### src/design/rhh_pkg.sv
// ============================================================================
// rhh_pkg - shared types and constants of the Robin Hood hash table
// Slot layout, store request and response groups, status and mode codes.
// ============================================================================
package rhh_pkg;

    localparam int unsigned CAPACITY = 64;
    localparam int unsigned ADDR_W   = $clog2(CAPACITY);
    localparam int unsigned CNT_W    = $clog2(CAPACITY + 1);
    localparam int unsigned DIST_W   = ADDR_W;
    localparam int unsigned KEY_W    = 64;
    localparam int unsigned PAY_W    = 32;
    localparam int unsigned MODE_W   = 2;
    localparam int unsigned STAT_W   = 3;

    localparam logic [MODE_W-1:0] MODE_INSERT = 2'd0;
    localparam logic [MODE_W-1:0] MODE_REMOVE = 2'd1;
    localparam logic [MODE_W-1:0] MODE_FIND   = 2'd2;

    typedef enum logic [STAT_W-1:0] {
        ST_INSERTED = 3'd0,
        ST_PRESENT  = 3'd1,
        ST_REMOVED  = 3'd2,
        ST_MISSING  = 3'd3,
        ST_FOUND    = 3'd4,
        ST_FULL     = 3'd5
    } t_status;

    typedef struct packed {
        logic [KEY_W-1:0]  key;
        logic [PAY_W-1:0]  pay;
        logic [DIST_W-1:0] distance;
    } t_slot;

    typedef struct packed {
        logic              rd_en;
        logic [ADDR_W-1:0] rd_addr;
        logic              wr_en;
        logic [ADDR_W-1:0] wr_addr;
        t_slot             wr_slot;
        logic              occ_set;
        logic              occ_clr;
        logic [ADDR_W-1:0] occ_addr;
    } t_store_req;

    typedef struct packed {
        logic  occ;
        t_slot slot;
    } t_store_rsp;

    typedef struct packed {
        logic              valid;
        t_status           status;
        logic [PAY_W-1:0]  found_payload;
        logic [CNT_W-1:0]  live_count;
    } t_result;

endpackage

### src/design/rhh_ctrl.sv
// ============================================================================
// rhh_ctrl - probe sequencer of the hash table
// Locate, Robin Hood insert walk and backward-shift remove over one read port.
// ============================================================================
module rhh_ctrl (
    input  logic                       i_clk,
    input  logic                       i_rst_n,
    input  logic                       i_in_valid,
    output logic                       o_in_ready,
    input  logic [rhh_pkg::MODE_W-1:0] i_mode,
    input  logic [rhh_pkg::KEY_W-1:0]  i_key,
    input  logic [rhh_pkg::PAY_W-1:0]  i_pay,
    output rhh_pkg::t_result           o_res,
    input  logic                       i_res_take,
    output rhh_pkg::t_store_req        o_req,
    input  rhh_pkg::t_store_rsp        i_rsp
);
    import rhh_pkg::*;

    typedef enum logic [7:0] {
        S_IDLE = 8'b0000_0001,
        S_LRD  = 8'b0000_0010,
        S_LCMP = 8'b0000_0100,
        S_IRD  = 8'b0000_1000,
        S_ICMP = 8'b0001_0000,
        S_RRD  = 8'b0010_0000,
        S_RCMP = 8'b0100_0000,
        S_DONE = 8'b1000_0000
    } t_state;

    t_state              r_state, n_state;
    logic [MODE_W-1:0]   r_mode, n_mode;
    logic [KEY_W-1:0]    r_key, n_key;
    logic [KEY_W-1:0]    r_ckey, n_ckey;
    logic [PAY_W-1:0]    r_cpay, n_cpay;
    logic [DIST_W-1:0]   r_dist, n_dist;
    logic [ADDR_W-1:0]   r_pos, n_pos;
    logic [ADDR_W-1:0]   r_step, n_step;
    logic [CNT_W-1:0]    r_count, n_count;
    t_status             r_status, n_status;
    logic [PAY_W-1:0]    r_found, n_found;

    logic [ADDR_W-1:0]   pos_next;
    logic                key_hit;
    logic                step_last;

    assign pos_next  = r_pos + ADDR_W'(1);
    assign key_hit   = i_rsp.occ && (i_rsp.slot.key == r_key);
    assign step_last = (r_step == ADDR_W'(CAPACITY - 1));

    always_comb begin
        n_state  = r_state;
        n_mode   = r_mode;
        n_key    = r_key;
        n_ckey   = r_ckey;
        n_cpay   = r_cpay;
        n_dist   = r_dist;
        n_pos    = r_pos;
        n_step   = r_step;
        n_count  = r_count;
        n_status = r_status;
        n_found  = r_found;
        o_req    = '0;

        unique case (r_state)
            S_IDLE: begin
                if (i_in_valid) begin
                    n_mode  = i_mode;
                    n_key   = i_key;
                    n_cpay  = i_pay;
                    n_pos   = i_key[ADDR_W-1:0];
                    n_step  = '0;
                    n_found = '0;
                    n_state = S_LRD;
                end
            end
            S_LRD: begin
                o_req.rd_en   = 1'b1;
                o_req.rd_addr = r_pos;
                n_state       = S_LCMP;
            end
            S_LCMP: begin
                if (key_hit) begin
                    unique case (r_mode)
                        MODE_INSERT: begin
                            n_status = ST_PRESENT;
                            n_state  = S_DONE;
                        end
                        MODE_REMOVE: begin
                            n_step  = '0;
                            n_state = S_RRD;
                        end
                        default: begin
                            n_found  = i_rsp.slot.pay;
                            n_status = ST_FOUND;
                            n_state  = S_DONE;
                        end
                    endcase
                end else if (!i_rsp.occ || step_last) begin
                    if (r_mode != MODE_INSERT) begin
                        n_status = ST_MISSING;
                        n_state  = S_DONE;
                    end else if (r_count == CNT_W'(CAPACITY)) begin
                        n_status = ST_FULL;
                        n_state  = S_DONE;
                    end else begin
                        n_pos   = r_key[ADDR_W-1:0];
                        n_dist  = '0;
                        n_ckey  = r_key;
                        n_state = S_IRD;
                    end
                end else begin
                    n_step  = r_step + ADDR_W'(1);
                    n_pos   = pos_next;
                    n_state = S_LRD;
                end
            end
            S_IRD: begin
                o_req.rd_en   = 1'b1;
                o_req.rd_addr = r_pos;
                n_state       = S_ICMP;
            end
            S_ICMP: begin
                o_req.wr_addr          = r_pos;
                o_req.wr_slot.key      = r_ckey;
                o_req.wr_slot.pay      = r_cpay;
                o_req.wr_slot.distance = r_dist;
                o_req.occ_addr         = r_pos;
                if (!i_rsp.occ) begin
                    o_req.wr_en   = 1'b1;
                    o_req.occ_set = 1'b1;
                    n_count       = r_count + CNT_W'(1);
                    n_status      = ST_INSERTED;
                    n_state       = S_DONE;
                end else begin
                    if (r_dist > i_rsp.slot.distance) begin
                        o_req.wr_en = 1'b1;
                        n_ckey      = i_rsp.slot.key;
                        n_cpay      = i_rsp.slot.pay;
                        n_dist      = i_rsp.slot.distance + DIST_W'(1);
                    end else begin
                        n_dist      = r_dist + DIST_W'(1);
                    end
                    n_pos   = pos_next;
                    n_state = S_IRD;
                end
            end
            S_RRD: begin
                o_req.rd_en   = 1'b1;
                o_req.rd_addr = pos_next;
                n_state       = S_RCMP;
            end
            S_RCMP: begin
                o_req.wr_addr          = r_pos;
                o_req.wr_slot.key      = i_rsp.slot.key;
                o_req.wr_slot.pay      = i_rsp.slot.pay;
                o_req.wr_slot.distance = i_rsp.slot.distance - DIST_W'(1);
                if (!i_rsp.occ || (i_rsp.slot.distance == '0)) begin
                    o_req.occ_clr  = 1'b1;
                    o_req.occ_addr = r_pos;
                    n_status       = ST_REMOVED;
                    n_state        = S_DONE;
                    if (r_count != '0) begin
                        n_count = r_count - CNT_W'(1);
                    end
                end else begin
                    o_req.wr_en = 1'b1;
                    n_pos       = pos_next;
                    if (step_last) begin
                        o_req.occ_clr  = 1'b1;
                        o_req.occ_addr = pos_next;
                        n_status       = ST_REMOVED;
                        n_state        = S_DONE;
                        if (r_count != '0) begin
                            n_count = r_count - CNT_W'(1);
                        end
                    end else begin
                        n_step  = r_step + ADDR_W'(1);
                        n_state = S_RRD;
                    end
                end
            end
            S_DONE: begin
                if (i_res_take) begin
                    n_state = S_IDLE;
                end
            end
            default: begin
                n_state = S_IDLE;
            end
        endcase
    end

    always_ff @(posedge i_clk) begin
        if (!i_rst_n) begin
            r_state <= S_IDLE;
            r_count <= '0;
        end else begin
            r_state <= n_state;
            r_count <= n_count;
        end
    end

    always_ff @(posedge i_clk) begin
        r_mode   <= n_mode;
        r_key    <= n_key;
        r_ckey   <= n_ckey;
        r_cpay   <= n_cpay;
        r_dist   <= n_dist;
        r_pos    <= n_pos;
        r_step   <= n_step;
        r_status <= n_status;
        r_found  <= n_found;
    end

    assign o_in_ready          = (r_state == S_IDLE);
    assign o_res.valid         = (r_state == S_DONE);
    assign o_res.status        = r_status;
    assign o_res.found_payload = r_found;
    assign o_res.live_count    = r_count;

endmodule

### config.mk
export PLATFORM = sky130hd
export DESIGN_NAME = rhh_ctrl
export DESIGN_NICKNAME = d
export VERILOG_FILES = /design/src/design/rhh_pkg.sv /design/src/design/rhh_ctrl.sv
export SDC_FILE = /design/constraint.sdc
export NUM_CORES = 1
export LEC_CHECK = 0
export BUFFER_PORTS_ARGS = -buffer_cell sky130_fd_sc_hd__buf_2
export CAP_MARGIN = 20
export CORE_MARGIN = 10
export CORE_UTILIZATION = 30
export DETAILED_ROUTE_END_ITERATION = 6
export HOLD_SLACK_MARGIN = 0.03
export PLACE_DENSITY_LB_ADDON = 0.1
export SLEW_MARGIN = 20
export SYNTH_ARGS = -nofsm -noshare
export SYNTH_HDL_FRONTEND = slang
export SYNTH_SLANG_ARGS = --single-unit
export TNS_END_PERCENT = 10
### constraint.sdc
create_clock -name i_clk -period 8.5 [get_ports i_clk]
set_input_delay 0.425 -clock i_clk [delete_from_list [all_inputs] [get_ports i_clk]]
set_output_delay 0.425 -clock i_clk [all_outputs]
set_load 0.02 [all_outputs]
==> metrics.yaml, run 1 <==
route:
  routed_wl_um: 42200
  wl_per_cell_um: 20.8
  drtIter0Drc: 619
  ant_nets: 0
  drc_errors: 0
  drt_first_pass_iters: 5
  via_per_inst: 4.79
  via_count: 9705
yosys:
  synth.net_count: 1313
  synth_seq_cells: 230
  synth-async-reset-ratio_pct: 0
  seq_area_frac_synth_pct: 57.8
  syn_avg_cell_area_um2: 10.7
  synth_edf_count: 215
  synthCells: 1089
  synth_warnings: 0
  synth_cell_type_count: 58
  dominantRegCellSynth: "edfxtp_1"
  synthesis.area_mm2: 0.0117
floorplan:
  core-area_mm2: 0.0386
  ios: 373
  die-width_um: 217
  die_h_um: 217
  fp.dieArea_mm2: 0.0473
  std_cell_rows: 72
  initial_core_util_pct: 30.3
cells_and_area:
  nets: 1704
  drive_gt1_share_pct: 29.2
  syn2layout_area_growth_pct: 31.1
  mostFrequentLayoutCells: "buf_2, nand2_1, edfxtp_1"
  fill_cells: 3908
  final_util_pct: 39.7
  final_common_cell: "buf_2"
clocking:
  clkSinkCount: 230
  post_cts_buffers: 0
  cts_tree: "yes"
  clkTransAtPathRegs_ns: 0.06
  cts_resized: 0
  clockBufferDepth: 3
  cts_max_level: 1
  numCtsBuffers: 28
  cts_root_buf: "clkbuf_16"
  clk_latency_ns: 0.55
sta:
  worst_slew_margin_rel_pct: 32.1
  rsz0062_at_grt: "no"
  fmax_mhz: 211
  report.final.slew_viol_count: 0
  fin_setup_tns_ns: 0
  tightest_slew_ns: 1.02
  clock-skew-final_ns: 0.0194
  finalHoldViolCount: 0
  setup-violations-final: 0
  finalCritPeriodShare_pct: 55.8
  holdWs_ns: 0.0644
  post-route-min-period_ns: 4.74
hold_path:
  hp-class: "in2reg"
placement:
  port_buffers: 372
  dp_hpwl_um: 30500
  gp_congestion: 0.814
power:
  leakagePower_nw: 6.66
  p_per_area_mw_per_mm2: 222
  p_comb_share_pct: 19.0
  switchingPower_mw: 0.999
  sw_frac_of_total_pct: 29.3
  power_frac_clock_pct: 34.0
  intPower_mw: 2.41
  seq_power_share_pct: 47.0
  peakVddDrop_mv: 0.166
worst_setup_path:
  critPathCaptureType: "flip-flop"
  cp_max_fo: 66
  crit_chain: "or4_4 -> nor3_4 -> nand2_2 -> inv_4 -> buf_4 -> ha_1 -> a21o_1 -> a21oi_1 -> o21bai_1 -> a21oi_1 -> xnor2_1 -> or3_1 -> a21oi_1"
  criticalPathCategory: "reg2reg"
  crit_top_cell: "a21oi_1"
  cp_num_buf_inv: 2
  slowest_delay_ns: 0.75
  path_delay_family: "simple AND/OR/NAND/NOR gates"
  start_kind: "flip-flop"
  cp_slowest_cell: "buf_4"
  worstPathArrival_ns: 5.22
  required_ns: 8.98
status:
  status: "completed"
global_routing:
  antenna_found_initial: 11
  grt-ovfl-total: 0
  grt_max_degree: 200
  grt_pass1_wl_um: 62100
  track_usage_pct: 16.9
  grt_pass1_vias: 9745
flow_run:
  max-cap-violations: 0
-- synthesized netlist by cell type (16+ instances only) --
cell type / count / area share (%)
nand2_1: 320 / 10
edfxtp_1: 215 / 55
a22o_1: 93 / 7.0
xnor2_1: 72 / 5.4
nor2_1: 44 / 1.4
and2_1: 41 / 2.2
o21ai_0: 41 / 1.8
inv_1: 27 / 0.87
buf_2: 26 / 1.1
clkbuf_1: 26 / 0.83
ha_1: 18 / 1.9
nand3_1: 16 / 0.69
nand4_1: 16 / 0.86
-- metrics by stage --
step	worst slack [ns]	total power, mW	cell area [µm²]	cells
final	3.76	3.41	15300	2025
after global routing	3.52	3.59	15300	2023
after CTS	3.77	3.47	15300	2020
after detailed placement	3.79	2.28	14100	1935
after global placement	3.81	2.25	14100	1933
after floorplan	1.97	1.99	11700	1089
-- repair_timing --
action	4_1_cts	5_1_grt
endpoints found under the setup margin	0	0
hold buffers	33	0
hold endpoints to repair	33	0
-- metal layers --
| metal | GRT usage [%] | part of all wire, % | vias up |
|---|---|---|---|
| met5 | 0 | 0.18 | - |
| met3 | 4.88 | 7.6 | 66 |
| li1 | - | - | 4659 |
| met4 | 3.80 | 1.9 | 12 |
| met1 | 21.8 | 44 | 4622 |
| met2 | 27.5 | 46 | 346 |
-- cell type report --
class                           count  area [µm²]  share of cell area (%)
Antenna cell                        5        12.5                  0.0816
Multi-Input combinational cell    778        4630                    30.2
Sequential cell                   230        6760                    44.1
Timing Repair Buffer              414        2290                    15.0
Clock inverter                     20         140                   0.914
Inverter                           28         109                   0.710
Clock buffer                       32         737                    4.81
Tap cell                          518         648                    4.23
-- worst paths after layout --
check	start	endpoint	slack, ns	cells after the start
setup reg to reg	r_state[7]$_SDFFE_PN0P_	r_count[6]$_SDFFE_PN0P_	3.76	13
hold / removal	i_key[18]	r_key[18]$_DFFE_PP_	0.06	1
hold reg to reg	r_count[5]$_SDFFE_PN0P_	r_count[5]$_SDFFE_PN0P_	0.52	2
setup / recovery	r_state[7]$_SDFFE_PN0P_	r_count[6]$_SDFFE_PN0P_	3.76	13
-- flip-flops by register name, summed over array words and instances, names as in the netlist --
register,cells
r_ckey,64
r_key,64
r_cpay,32
r_found,32
r_state,8
r_count,7
r_dist,6
r_pos,6
r_step,6
r_status,3
r_mode,2
-- logic make-up after synthesis --
logic type / Yosys count / synth area share (%)
AOI/OAI and AO/OA: 186 / 12.3
xor gates and xnor gates: 82 / 6.14
adders and majority gates: 19 / 2.10
buffers and inverters: 81 / 2.91
DFF: 230 / 57.8
muxes: 9 / 0.781
and+or+nand+nor: 482 / 18.0
-- power by group through the flow --
stage | sequential, mW | clock [mW] | combinational, mW
detailed placement | 1.63 | 0 | 0.650
global placement | 1.62 | 0 | 0.631
floorplan | 1.65 | 0 | 0.336
finish | 1.60 | 1.16 | 0.649
CTS | 1.60 | 1.20 | 0.666
global route | 1.62 | 1.24 | 0.723
-- worst register-to-register path, delay by kind of cell (launching register included) --
| kind | cells | cell delay [ns] |
|---|---|---|
| flops | 1 | 0.33 |
| buf+inv | 2 | 1.29 |
| simple gates | 4 | 1.65 |
| xor+xnor | 1 | 0.08 |
| compound gates | 5 | 0.82 |
| fa+ha+maj | 1 | 0.49 |
Power figures use the tool's default switching activity.
==> run 2: changes to the inputs <==
==> constraint.sdc (replaced) <==
create_clock -name i_clk -period 4.9 [get_ports i_clk]
set_input_delay 0.245 -clock i_clk [delete_from_list [all_inputs] [get_ports i_clk]]
set_output_delay 0.245 -clock i_clk [all_outputs]
set_load 0.02 [all_outputs]
==> run 2 against run 1 <==
- register-to-register slack got worse by 2.3 ns
- clock-buffer cell count increased by 10
- total power increased by 75%
- clock power increased by 69%
- sequential share of layout area decreased by 4.7 points
- sequential power increased by 74%
- cell count increased by 8.8%
- global-route usage increased by 0.82 points
- critical path type is now reg2out
==> metrics.yaml, run 2 (same netlist as run 1, synthesis figures left out) <==
route:
  ant_nets: 0
  drtIter0Drc: 632
  wl_met2_um: 20400
  via_count: 10400
  top_layer: "met5"
  drc_errors: 0
  via_per_inst: 4.74
  routed_wl_um: 43800
  wl_per_cell_um: 19.9
  drt_first_pass_iters: 5
  wirelength_met1_um: 19600
  route.met3.wl_um: 2850
floorplan:
  std_cell_rows: 72
  initial_core_util_pct: 30.3
  core-area_mm2: 0.0386
  ios: 373
  die_h_um: 217
  fp.dieArea_mm2: 0.0473
  die-width_um: 217
sta:
  fin_setup_tns_ns: 0
  clock-skew-final_ns: 0.0127
  finalCritPeriodShare_pct: 70.6
  worst_slew_margin_rel_pct: 44.7
  tightest_slew_ns: 0.830
  post-route-min-period_ns: 3.46
  finalHoldViolCount: 0
  setup-violations-final: 0
  report.final.slew_viol_count: 0
  fmax_mhz: 289
  finalWorstSetupSlack_ns: 1.44
  rsz0062_at_grt: "no"
global_routing:
  grt-ovfl-total: 0
  grt_pass1_wl_um: 66000
  antenna_found_initial: 2
  grt_pass1_vias: 10900
  track_usage_pct: 17.7
  grt_max_degree: 113
worst_setup_path:
  rr_worst_depth: 7
  required_ns: 4.66
  criticalPathCategory: "reg2out"
  rr_startpoint: "r_key[2]$_DFFE_PP_"
  worstPathArrival_ns: 3.22
  cp_max_fo: 57
  r2r_end: "r_step[0]$_DFFE_PP_"
  start_kind: "flip-flop"
  r2r_slack_ns: 1.48
  critPathCaptureType: "output pin"
hold_path:
  hp-start: "i_rsp[13]"
  min_to: "r_found[7]$_SDFFCE_PN0P_"
  whs_path_depth: 2
  hp-class: "in2reg"
clocking:
  numCtsBuffers: 29
  post_cts_buffers: 0
  cts_tree: "yes"
  cts_root_buf: "clkbuf_16"
  cts_resized: 0
  cts_max_level: 1
  clockBufferDepth: 3
  clkTransAtPathRegs_ns: 0.06
  clk_latency_ns: 0.55
  clkSinkCount: 230
cells_and_area:
  drive_gt1_share_pct: 26.2
  syn2layout_area_growth_pct: 46.6
  fill_cells: 3752
  multi_input_comb_area_mm2: 0.00463
  nets: 1889
  mostFrequentLayoutCells: "buf_2, nand2_1, edfxtp_1"
  largest_registers: "r_ckey (64), r_key (64)"
  seq_area_mm2: 0.00676
  final_common_cell: "buf_2"
power:
  leakagePower_nw: 7.42
  p_per_area_mw_per_mm2: 348
  p_comb_share_pct: 20.6
  switchingPower_mw: 1.73
  peakVddDrop_mv: 0.292
  power_frac_clock_pct: 32.8
  seq_power_share_pct: 46.5
  sw_frac_of_total_pct: 29.1
  intPower_mw: 4.23
status:
  status: "completed"
flow_run:
  max-cap-violations: 0
placement:
  gp_congestion: 0.853
  port_buffers: 372
  dp_slack_ns: 1.37
  dp_hpwl_um: 30800
[run 2: cell types whose count changed in the layout (fill, tap and decap cells not counted), moves of 2 or more]
cell           before  now
bufinv_16           2    0
diode_2             5    1
clkinv_2            7    5
dlygate4sd3_1      33  214
clkbuf_8            0    4
clkinv_1           12    5
buf_4               6    9
clkbuf_1            3    9
[run 2: layer usage]
layer  global-route usage [%]  vias to the layer above
met2                     29.0                      362
met1                     23.1                     5002
met3                     4.27                       58
met4                     4.24                        2
li1                         -                     5025
met5                        0                        -
[run 2: repair_timing]
action / in CTS / in global routing
hold buffers: 214 / 0
endpoints found under the hold margin: 192 / 0
setup endpoints to repair: 0 / 0
[run 2: how the worst max path moves through the flow]
stage | startpoint | end | slack [ns] | cells past startpoint
2_1_floorplan | r_state[1]$_SDFFE_PN0P_ | r_ckey[0]$_DFFE_PP_ | 0.10 | 6
3_3_place_gp | r_state[7]$_SDFFE_PN0P_ | r_step[1]$_DFFE_PP_ | 1.47 | 7
3_5_place_dp | r_state[7]$_SDFFE_PN0P_ | r_step[2]$_DFFE_PP_ | 1.37 | 7
4_1_cts | r_state[7]$_SDFFE_PN0P_ | o_req[8] | 1.35 | 6
5_1_grt | r_key[2]$_DFFE_PP_ | r_step[3]$_DFFE_PP_ | 1.19 | 7
6_report | r_state[7]$_SDFFE_PN0P_ | o_req[46] | 1.44 | 7
[run 2: power by group through the flow]
stage / Combinational, mW / Sequential (mW) / Clock [mW]
global placement: 1.10 / 2.81 / 0
CTS: 1.26 / 2.78 / 2.03
floorplan: 0.583 / 2.86 / 0
detailed placement: 1.11 / 2.82 / 0
finish: 1.23 / 2.78 / 1.96
global route: 1.36 / 2.81 / 2.10
[run 2: layout make-up]
type,instances,area share [%]
diodes,1,0.0146
clock buffers,42,4.75
clock inverters,9,0.256
inverters,28,0.635
multi-input cells,778,27.0
flip-flops and latches,230,39.4
well taps,518,3.78
repair buffers,598,24.1
[run 2: stage by stage]
stage	power, mW	hold slack (ns)	instances	area [µm²]	util (%)
3_3_place_gp	3.91	0.422	1938	14100	36.7
3_5_place_dp	3.93	0.423	1938	14100	36.7
5_1_grt	6.27	0.0569	2204	17100	44.4
6_report	5.96	0.0517	2204	17100	44.4
4_1_cts	6.06	0.0361	2203	17100	44.4
2_1_floorplan	3.45	0.344	1089	11700	-
[run 2: worst max-delay path: stages (launching register included)]
cell and delay [ns]:
dfxtp_1 0.33, or4_4 0.57, nor3_4 0.35, nand2_2 0.13
inv_4 0.14, buf_4 0.58, a22o_1 0.29, buf_2 0.19
